===== src/rtl/close_point_decimator_stop_mark_defines.svh =====
// assertion macros for the close point decimator
// no dependencies; included by the decimator top level, which checks itself
`ifndef CLOSE_POINT_DECIMATOR_STOP_MARK_DEFINES_SVH
`define CLOSE_POINT_DECIMATOR_STOP_MARK_DEFINES_SVH

// same-cycle implication
`define CPDSM_ASSERT_NOW(lbl, clk, rst_n, ante, cons) \
    lbl: assert property (@(posedge clk) disable iff (!rst_n) (ante) |-> (cons)) \
        else $error("cpdsm: same-cycle check failed");

// next-cycle implication
`define CPDSM_ASSERT_NEXT(lbl, clk, rst_n, ante, cons) \
    lbl: assert property (@(posedge clk) disable iff (!rst_n) (ante) |=> (cons)) \
        else $error("cpdsm: next-cycle check failed");

`endif


===== src/rtl/cpdsm_pkg.sv =====
// shared constants and beat types for the close point decimator
// no dependencies
package cpdsm_pkg;

    localparam int unsigned COORD_W        = 32;
    localparam int unsigned CFG_W          = 16;
    localparam int unsigned IDX_W          = 10;
    localparam int unsigned GAP_W          = 16;
    localparam int unsigned SQ_W           = 2 * GAP_W;
    localparam int unsigned MAX_POINTS_DEF = 1024;

    localparam logic [CFG_W-1:0] MIN_DIST_RESET = CFG_W'(100);
    localparam logic [SQ_W-1:0]  MIN_SQ_RESET   = SQ_W'(100 * 100);

    typedef struct packed {
        logic               first_point;
        logic [COORD_W-1:0] pos_x;
        logic [COORD_W-1:0] pos_y;
    } t_in_beat;

    typedef struct packed {
        logic               kept;
        logic [IDX_W-1:0]   slot_index;
        logic [COORD_W-1:0] out_x;
        logic [COORD_W-1:0] out_y;
        logic               stop_mark;
        logic [IDX_W-1:0]   stop_index;
        logic               overflow;
    } t_out_beat;

endpackage


===== src/rtl/cpdsm_in_if.sv =====
// input point channel: valid/ready plus point payload
// depends on cpdsm_pkg
interface cpdsm_in_if;
    import cpdsm_pkg::*;

    logic                      valid;
    logic                      ready;
    logic                      first_point;
    logic signed [COORD_W-1:0] pos_x;
    logic signed [COORD_W-1:0] pos_y;

    modport source (output valid, first_point, pos_x, pos_y, input ready);
    modport sink   (input valid, first_point, pos_x, pos_y, output ready);
endinterface


===== src/rtl/cpdsm_out_if.sv =====
// result channel: valid/ready plus decimation result payload
// depends on cpdsm_pkg
interface cpdsm_out_if;
    import cpdsm_pkg::*;

    logic                      valid;
    logic                      ready;
    logic                      kept;
    logic [IDX_W-1:0]          slot_index;
    logic signed [COORD_W-1:0] out_x;
    logic signed [COORD_W-1:0] out_y;
    logic                      stop_mark;
    logic [IDX_W-1:0]          stop_index;
    logic                      overflow;

    modport source (output valid, kept, slot_index, out_x, out_y, stop_mark, stop_index,
                    overflow, input ready);
    modport sink   (input valid, kept, slot_index, out_x, out_y, stop_mark, stop_index,
                    overflow, output ready);
endinterface


===== src/rtl/close_point_decimator_stop_mark.sv =====
// close point decimator top level: distance check, slot and stop-mark tracking
// depends on cpdsm_pkg, cpdsm_in_if, cpdsm_out_if and the defines header
//
// i_in carries one path point per beat (first_point, pos_x, pos_y); o_out returns
// exactly one result beat per point, in order: kept flag, slot, kept coordinates,
// stop-candidate mark and the sticky overflow flag.
// i_cfg_we / i_cfg_wdata write the minimum spacing in mm; the squared value is
// registered on the write, so write it only while no beats are in flight.
// A point is captured in an input register, decided from that register against the
// last kept point (two 16x16 squarings, an add and a compare), and its result is
// registered in the result register.
// Throughput is one point per cycle unless o_out stalls: state is updated in the
// same cycle that the result register loads, so the next point sees it immediately.
// When o_out stalls, the result register holds and the input register fills; i_in
// ready drops only once both are occupied.
// Reset (synchronous, active low) empties both registers, sets the anchor to (0,0),
// slot and marks to 0, clears overflow and loads a minimum spacing of 100 mm.
`include "close_point_decimator_stop_mark_defines.svh"

module close_point_decimator_stop_mark #(
    parameter int unsigned MAX_POINTS = cpdsm_pkg::MAX_POINTS_DEF
) (
    input  logic                          i_clk,
    input  logic                          i_rst_n,
    input  logic                          i_cfg_we,
    input  logic [cpdsm_pkg::CFG_W-1:0]   i_cfg_wdata,
    cpdsm_in_if.sink                      i_in,
    cpdsm_out_if.source                   o_out
);
    import cpdsm_pkg::*;

    localparam int unsigned SLOT_W     = (MAX_POINTS > 2) ? $clog2(MAX_POINTS) : 1;
    localparam int unsigned SLOT_EXT_W = (SLOT_W > IDX_W) ? SLOT_W : IDX_W;
    localparam logic [SLOT_W-1:0] SLOT_LAST = SLOT_W'(MAX_POINTS - 1);

    logic [SQ_W-1:0]    r_min_sq;
    logic [SQ_W-1:0]    n_min_sq;
    t_in_beat           r_in;
    logic               r_in_valid;
    t_out_beat          r_out;
    t_out_beat          n_out;
    logic               r_out_valid;
    logic [COORD_W-1:0] r_anchor_x;
    logic [COORD_W-1:0] r_anchor_y;
    logic [SLOT_W-1:0]  r_kept_slot;
    logic [SLOT_W-1:0]  n_kept_slot;
    logic [SLOT_W-1:0]  r_marked_slot;
    logic [SLOT_W-1:0]  n_marked_slot;
    logic               r_ovf;
    logic               n_ovf;

    logic               in_acc;
    logic               adv;
    logic [COORD_W:0]   dx;
    logic [COORD_W:0]   dy;
    logic [COORD_W:0]   dx_mag;
    logic [COORD_W:0]   dy_mag;
    logic               far;
    logic [SQ_W-1:0]    sq_x;
    logic [SQ_W-1:0]    sq_y;
    logic [SQ_W:0]      d2;
    logic               n_keep;
    logic               n_mark;
    logic               at_last;
    logic [SLOT_EXT_W-1:0] slot_ext;
    logic [SLOT_EXT_W-1:0] mark_ext;

    // handshake
    assign adv        = r_in_valid && (!r_out_valid || o_out.ready);
    assign i_in.ready = !r_in_valid || adv;
    assign in_acc     = i_in.valid && i_in.ready;

    assign n_min_sq = i_cfg_wdata * i_cfg_wdata;

    // distance check
    assign dx     = {r_in.pos_x[COORD_W-1], r_in.pos_x} - {r_anchor_x[COORD_W-1], r_anchor_x};
    assign dy     = {r_in.pos_y[COORD_W-1], r_in.pos_y} - {r_anchor_y[COORD_W-1], r_anchor_y};
    assign dx_mag = dx[COORD_W] ? (~dx + (COORD_W+1)'(1)) : dx;
    assign dy_mag = dy[COORD_W] ? (~dy + (COORD_W+1)'(1)) : dy;
    assign far    = (|dx_mag[COORD_W:GAP_W]) || (|dy_mag[COORD_W:GAP_W]);
    assign sq_x   = dx_mag[GAP_W-1:0] * dx_mag[GAP_W-1:0];
    assign sq_y   = dy_mag[GAP_W-1:0] * dy_mag[GAP_W-1:0];
    assign d2     = {1'b0, sq_x} + {1'b0, sq_y};
    assign n_keep = r_in.first_point || far || (d2 >= {1'b0, r_min_sq});

    // slot, stop mark and overflow tracking
    assign at_last = (r_kept_slot == SLOT_LAST);
    assign n_mark  = !r_in.first_point && !n_keep && (r_kept_slot != r_marked_slot);

    always_comb begin
        n_kept_slot   = r_kept_slot;
        n_marked_slot = r_marked_slot;
        n_ovf         = r_ovf;
        if (r_in.first_point) begin
            n_kept_slot   = '0;
            n_marked_slot = '0;
            n_ovf         = 1'b0;
        end else if (n_keep) begin
            if (at_last) begin
                n_ovf = 1'b1;
            end else begin
                n_kept_slot = r_kept_slot + SLOT_W'(1);
            end
        end else if (n_mark) begin
            n_marked_slot = r_kept_slot;
        end
    end

    assign slot_ext = SLOT_EXT_W'(n_kept_slot);
    assign mark_ext = SLOT_EXT_W'(r_kept_slot);

    always_comb begin
        n_out.kept       = n_keep;
        n_out.slot_index = slot_ext[IDX_W-1:0];
        n_out.out_x      = n_keep ? r_in.pos_x : '0;
        n_out.out_y      = n_keep ? r_in.pos_y : '0;
        n_out.stop_mark  = n_mark;
        n_out.stop_index = n_mark ? mark_ext[IDX_W-1:0] : '0;
        n_out.overflow   = n_ovf;
    end

    // control and path state
    always_ff @(posedge i_clk) begin
        if (!i_rst_n) begin
            r_min_sq      <= MIN_SQ_RESET;
            r_in_valid    <= 1'b0;
            r_out_valid   <= 1'b0;
            r_anchor_x    <= '0;
            r_anchor_y    <= '0;
            r_kept_slot   <= '0;
            r_marked_slot <= '0;
            r_ovf         <= 1'b0;
        end else begin
            if (i_cfg_we) begin
                r_min_sq <= n_min_sq;
            end
            r_in_valid  <= in_acc || (r_in_valid && !adv);
            r_out_valid <= adv || (r_out_valid && !o_out.ready);
            if (adv) begin
                r_kept_slot   <= n_kept_slot;
                r_marked_slot <= n_marked_slot;
                r_ovf         <= n_ovf;
                if (n_keep) begin
                    r_anchor_x <= r_in.pos_x;
                    r_anchor_y <= r_in.pos_y;
                end
            end
        end
    end

    // beat payload registers
    always_ff @(posedge i_clk) begin
        if (in_acc) begin
            r_in.first_point <= i_in.first_point;
            r_in.pos_x       <= i_in.pos_x;
            r_in.pos_y       <= i_in.pos_y;
        end
        if (adv) begin
            r_out <= n_out;
        end
    end

    assign o_out.valid      = r_out_valid;
    assign o_out.kept       = r_out.kept;
    assign o_out.slot_index = r_out.slot_index;
    assign o_out.out_x      = r_out.out_x;
    assign o_out.out_y      = r_out.out_y;
    assign o_out.stop_mark  = r_out.stop_mark;
    assign o_out.stop_index = r_out.stop_index;
    assign o_out.overflow   = r_out.overflow;

    `CPDSM_ASSERT_NEXT(a_in_hold, i_clk, i_rst_n, r_in_valid && !adv, r_in_valid)
    `CPDSM_ASSERT_NEXT(a_out_load, i_clk, i_rst_n, adv, r_out_valid)
    `CPDSM_ASSERT_NOW(a_mark_not_slot0, i_clk, i_rst_n, adv && n_mark, r_kept_slot != '0)
    `CPDSM_ASSERT_NOW(a_mark_on_drop, i_clk, i_rst_n, adv && n_mark, !n_keep)
    `CPDSM_ASSERT_NEXT(a_slot_step, i_clk, i_rst_n,
        adv && n_keep && !r_in.first_point && !at_last,
        r_kept_slot == $past(r_kept_slot) + SLOT_W'(1))

endmodule


===== src/flat_wrapper.sv =====
// flat-port wrapper written by rule: the top's interface ports become plain ports
module close_point_decimator_stop_mark_flat import cpdsm_pkg::*;
#(
    parameter int unsigned MAX_POINTS = cpdsm_pkg::MAX_POINTS_DEF
)
  (i_clk, i_rst_n, i_cfg_we, i_cfg_wdata, i_in_valid, i_in_first_point, i_in_pos_x, i_in_pos_y, i_in_ready, o_out_valid, o_out_kept, o_out_slot_index, o_out_out_x, o_out_out_y, o_out_stop_mark, o_out_stop_index, o_out_overflow, o_out_ready);
  cpdsm_in_if i_in_i ();
  cpdsm_out_if o_out_i ();
  input  logic i_clk;
  input  logic i_rst_n;
  input  logic i_cfg_we;
  input  logic [cpdsm_pkg::CFG_W-1:0] i_cfg_wdata;
  input wire logic [$bits(i_in_i.valid)-1:0] i_in_valid;
  input wire logic [$bits(i_in_i.first_point)-1:0] i_in_first_point;
  input wire logic [$bits(i_in_i.pos_x)-1:0] i_in_pos_x;
  input wire logic [$bits(i_in_i.pos_y)-1:0] i_in_pos_y;
  output wire logic [$bits(i_in_i.ready)-1:0] i_in_ready;
  output wire logic [$bits(o_out_i.valid)-1:0] o_out_valid;
  output wire logic [$bits(o_out_i.kept)-1:0] o_out_kept;
  output wire logic [$bits(o_out_i.slot_index)-1:0] o_out_slot_index;
  output wire logic [$bits(o_out_i.out_x)-1:0] o_out_out_x;
  output wire logic [$bits(o_out_i.out_y)-1:0] o_out_out_y;
  output wire logic [$bits(o_out_i.stop_mark)-1:0] o_out_stop_mark;
  output wire logic [$bits(o_out_i.stop_index)-1:0] o_out_stop_index;
  output wire logic [$bits(o_out_i.overflow)-1:0] o_out_overflow;
  input wire logic [$bits(o_out_i.ready)-1:0] o_out_ready;
  assign i_in_i.valid = i_in_valid;
  assign i_in_i.first_point = i_in_first_point;
  assign i_in_i.pos_x = i_in_pos_x;
  assign i_in_i.pos_y = i_in_pos_y;
  assign i_in_ready = i_in_i.ready;
  assign o_out_valid = o_out_i.valid;
  assign o_out_kept = o_out_i.kept;
  assign o_out_slot_index = o_out_i.slot_index;
  assign o_out_out_x = o_out_i.out_x;
  assign o_out_out_y = o_out_i.out_y;
  assign o_out_stop_mark = o_out_i.stop_mark;
  assign o_out_stop_index = o_out_i.stop_index;
  assign o_out_overflow = o_out_i.overflow;
  assign o_out_i.ready = o_out_ready;
  close_point_decimator_stop_mark #(.MAX_POINTS(MAX_POINTS)) u_core (.i_clk(i_clk), .i_rst_n(i_rst_n), .i_cfg_we(i_cfg_we), .i_cfg_wdata(i_cfg_wdata), .i_in(i_in_i), .o_out(o_out_i));
endmodule

===== config.mk =====
export PLATFORM = sky130hd
export DESIGN_NAME = close_point_decimator_stop_mark_flat
export DESIGN_NICKNAME = d
export VERILOG_FILES = /design/src/rtl/cpdsm_pkg.sv /design/src/rtl/cpdsm_in_if.sv /design/src/rtl/cpdsm_out_if.sv /design/src/rtl/close_point_decimator_stop_mark.sv /design/src/flat_wrapper.sv
export VERILOG_INCLUDE_DIRS = /design/src /design/src/rtl
export SDC_FILE = /design/constraint.sdc
export NUM_CORES = 2
export LEC_CHECK = 0
export CAP_MARGIN = 10
export CORE_MARGIN = 2
export CORE_UTILIZATION = 54
export DETAILED_ROUTE_END_ITERATION = 10
export DONT_BUFFER_PORTS = 1
export GPL_TIMING_DRIVEN = 0
export PLACE_DENSITY = 0.78
export SETUP_SLACK_MARGIN = 0.2
export SYNTH_ARGS = -nofsm -noshare
export SYNTH_HDL_FRONTEND = slang
export SYNTH_SLANG_ARGS = --single-unit

===== constraint.sdc =====
create_clock -name i_clk -period 14.84 [get_ports i_clk]
set_input_delay 1.484 -clock i_clk [delete_from_list [all_inputs] [get_ports i_clk]]
set_output_delay 1.484 -clock i_clk [all_outputs]
set_load 0.02 [all_outputs]

==> summary.txt <==
Setup path
  • Path depth of the worst reg2reg path: 53
  • Crit Path Max Fanout: 10
  • WS Path Type: reg2reg
  • R2r setup slk: 350 ps
  • Cell mode on critical path: fa_1
  • Critical Path RT: 15190 ps
  • FF-to-FF Start: u_core.r_in[9]
  • Critical Path Source Type: flip-flop
  • CP arrival: 14840 ps
  • Crit. End Element: flip-flop
  • RR Endpoint: u_core.o_out.slot_index[8]
  • Slowest cell on the critical path: fa_1
  • Biggest cell delay along the critical path: 540 ps

Drt
  • DRT iter0 DRCs: 2302
  • Via count: 29200
  • Drt wl/cell: 18.6 um
  • Drt first pass iters: 11
  • DRC Markers: 1
  • Vias per cell: 5.59
  • Post-route ant nets: 0
  • Final wirelength: 97300 um

Yosys
  • EDFF count, synth: 152
  • Largest cells by area after synthesis: fa_1 (29%), ha_1 (13%), edfxtp_1 (12%)
  • Asr flop ratio synth: 0%
  • Synth Register Bits: 270
  • Post-synthesis cell count: 4153
  • Synth Cell Area: 38100 um^2
  • Mean area per synthesized cell: 9.17 um^2
  • Seq/Total Area, Yosys: 18.2%
  • Dominant synthesized flop cell: edfxtp_1
  • Synth Warn #: 0
  • Area leader, netlist: fa_1
  • Syn Nets: 5181
  • Synth top area share: 29.1%
  • Synth cell types: 90

Layout
  • Diode count: 0
  • Non-filler cells in the finished layout: 5220
  • Most common cell after layout, fill and taps aside: inv_1
  • Most frequent cells in the layout: inv_1 (907), fa_1 (553), ha_1 (382), nor2_1 (369), nand2_1 (264)
  • Fraction of layout cells with a size suffix above 1: 7.48%
  • Area grow syn2layout: 10.1%
  • Fin nets: 5281

STA
  • Max Slew Vio Count: 0
  • Final Setup Violations: 0
  • Worst Tran Pin Value: 1100 ps
  • Fin. Hold Viols: 0
  • Setup tns final: 0 ps
  • Period utilization: 97.7%
  • Fmax: 69.0 MHz
  • Minimum clock period after layout: 14490 ps
  • RSZ-0062 raised after global routing: yes
  • Worst clock skew: 44.5 ps
  • Max_slew headroom: 26.1%
  • Final worst-path setup slack: 348 ps
  • Fin Hold WS: 478 ps

Global routing
  • Met3 GRT Util: 5.65%
  • Initial antenna violation count: 1
  • Gr usage total: 27.1%
  • First-pass GRT wire length: 158000 um
  • Vias in the first global route: 30200
  • GR Layer Usage met1: 35.1%
  • Top Usage Layer GRT: met2
  • Total grt overflow: 0
  • Largest net degree at the start of global routing: 61
  • Met2 usage: 44.7%

Clock tree
  • Clock latency on the worst-skew pair: 600 ps
  • CTS tree: done
  • Clock-pin transition on the worst setup and hold timing paths: 60 ps
  • TritonCTS Buffers: 35
  • Cts hold-fix bufs: 0
  • CTS sink cnt: 270
  • CTS root buffer: clkbuf_16
  • H-Tree Depth: 2
  • Worst-case clock buffer depth: 3

Die
  • Chip width: 270 um
  • Die area: 72700 um^2
  • Initial core utilization: 54.5%
  • Top Ports: 175
  • Core area: 69900 um^2
  • Row cnt: 97
  • Die height: 270 um

Placement
  • PortBufs: 0
  • # placed instances: 5095
  • GPL Wtd Cong: 0.959
  • Detailed placement HPWL: 77600 um
  • Setup WS pre-CTS: -3270 ps

Job
  • Max-Cap Viols: 0

Outcome
  • Failing checks: DRC
  • Status: finished with violations

Hold path
  • Worst Hold Path EP: u_core.r_min_sq[2]
  • Worst Hold Path Cells: 2
  • Worst Hold Launch: u_core.r_min_sq[2]
  • Worst Hold Class: reg2reg
-- worst max path at each step --
| stage | startpoint | endpoint | slack, ps | cells past startpoint |
|---|---|---|---|---|
| after floorplan | u_core.r_in[32] | u_core.r_marked_slot[0] | 1550 | 52 |
| after global placement | u_core.r_in[39] | u_core.o_out.out_x[30] | -3150 | 50 |
| final | u_core.r_in[9] | u_core.o_out.slot_index[8] | 350 | 53 |
| after global routing | u_core.r_in[9] | u_core.o_out.slot_index[9] | -60 | 54 |
| after CTS | u_core.r_in[32] | u_core.o_out.slot_index[9] | 200 | 49 |
| after detailed placement | u_core.r_in[39] | u_core.o_out.out_x[30] | -3270 | 50 |
-- layout make-up --
cell class                 instances  area (um^2)
clock inverter                    22          235
tap                              940         1180
sequential                       270         6930
timing repair buffer              63          554
multi-input combinational       2839        28000
fill                            5781        28000
buffer                           118          627
clock buffer                      42          932
inverter                         926         3530
-- per-layer routing --
metal / vias to the layer above / routed length, um / part of all wire [%]
li1: 13500 / - / -
met1: 14300 / 39200 / 40
met2: 1093 / 45800 / 47
met3: 249 / 7990 / 8.2
met4: 0 / 4280 / 4.4
met5: - / 0 / 0
-- Yosys cell counts (all sizes together) (9+ instances only) --
master and n:
a211oi 22, a21boi 10, a21o 53, a21oi 129, a31oi 30, a32o 10, and2 134, and3 27
buf 18, clkbuf 100, clkinv 12, dfxtp 118, edfxtp 152, fa 554, ha 388, inv 914
mux2i 88, nand2 265, nand2b 37, nand3 55, nand4 21, nor2 383, nor2b 27, nor3 52
nor4 15, o211ai 18, o21a 22, o21ai 93, o21bai 9, o31ai 16, or2 25, or3 26
or4 15, xnor2 105, xor2 56
-- metrics by stage --
step / instance area, um^2 / util [%]
4_1_cts: 41300 / 59.1
6_report: 41900 / 60.0
5_1_grt: 41900 / 60.0
2_1_floorplan: 38100 / -
3_5_place_dp: 39300 / 56.2
3_3_place_gp: 39300 / 56.2
-- state kept, by name (all words and copies together), names as in the netlist --
register and flops:
u_core.o_out.out_x 32, u_core.o_out.kept 1, u_core.o_out.stop_mark 1, u_core.o_out.overflow 1, u_core.r_min_sq 31, u_core.r_in 65, u_core.r_anchor_y 32, u_core.o_out.out_y 32
u_core.r_ovf 1, u_core.r_in_valid 1, u_core.mark_ext 10, u_core.o_out.valid 1, u_core.r_marked_slot 10, u_core.o_out.slot_index 10, u_core.o_out.stop_index 10, u_core.r_anchor_x 32
-- worst max-delay path, delay by kind of cell (launching register included) --
family | cells | cell delay, ps
adders and majority gates | 11 | 4950
AOI/OAI and AO/OA | 16 | 3770
xor gates and xnor gates | 2 | 680
and+or+nand+nor | 10 | 2750
buffers and inverters | 14 | 1620
DFF | 1 | 430
-- logic make-up after synthesis --
logic type                 Yosys count  synth area share (%)
muxes                               92                  2.43
adders and majority gates          942                  41.9
DFF                                270                  18.2
xor gates and xnor gates           161                  3.70
and+or+nand+nor                   1120                  14.1
AOI/OAI and AO/OA                  524                  9.28
buffers and inverters             1044                  10.4
-- repair_timing --
item                                    4_1_cts  5_1_grt
endpoints found under the hold margin         0        0
setup buffers                                28       33
resized for setup                           134      100
pin swaps                                    16       24
endpoints found under the setup margin      172      172
Power is not shown: default switching activity piles up to over one toggle a cycle in this logic, so the estimate is an artifact.
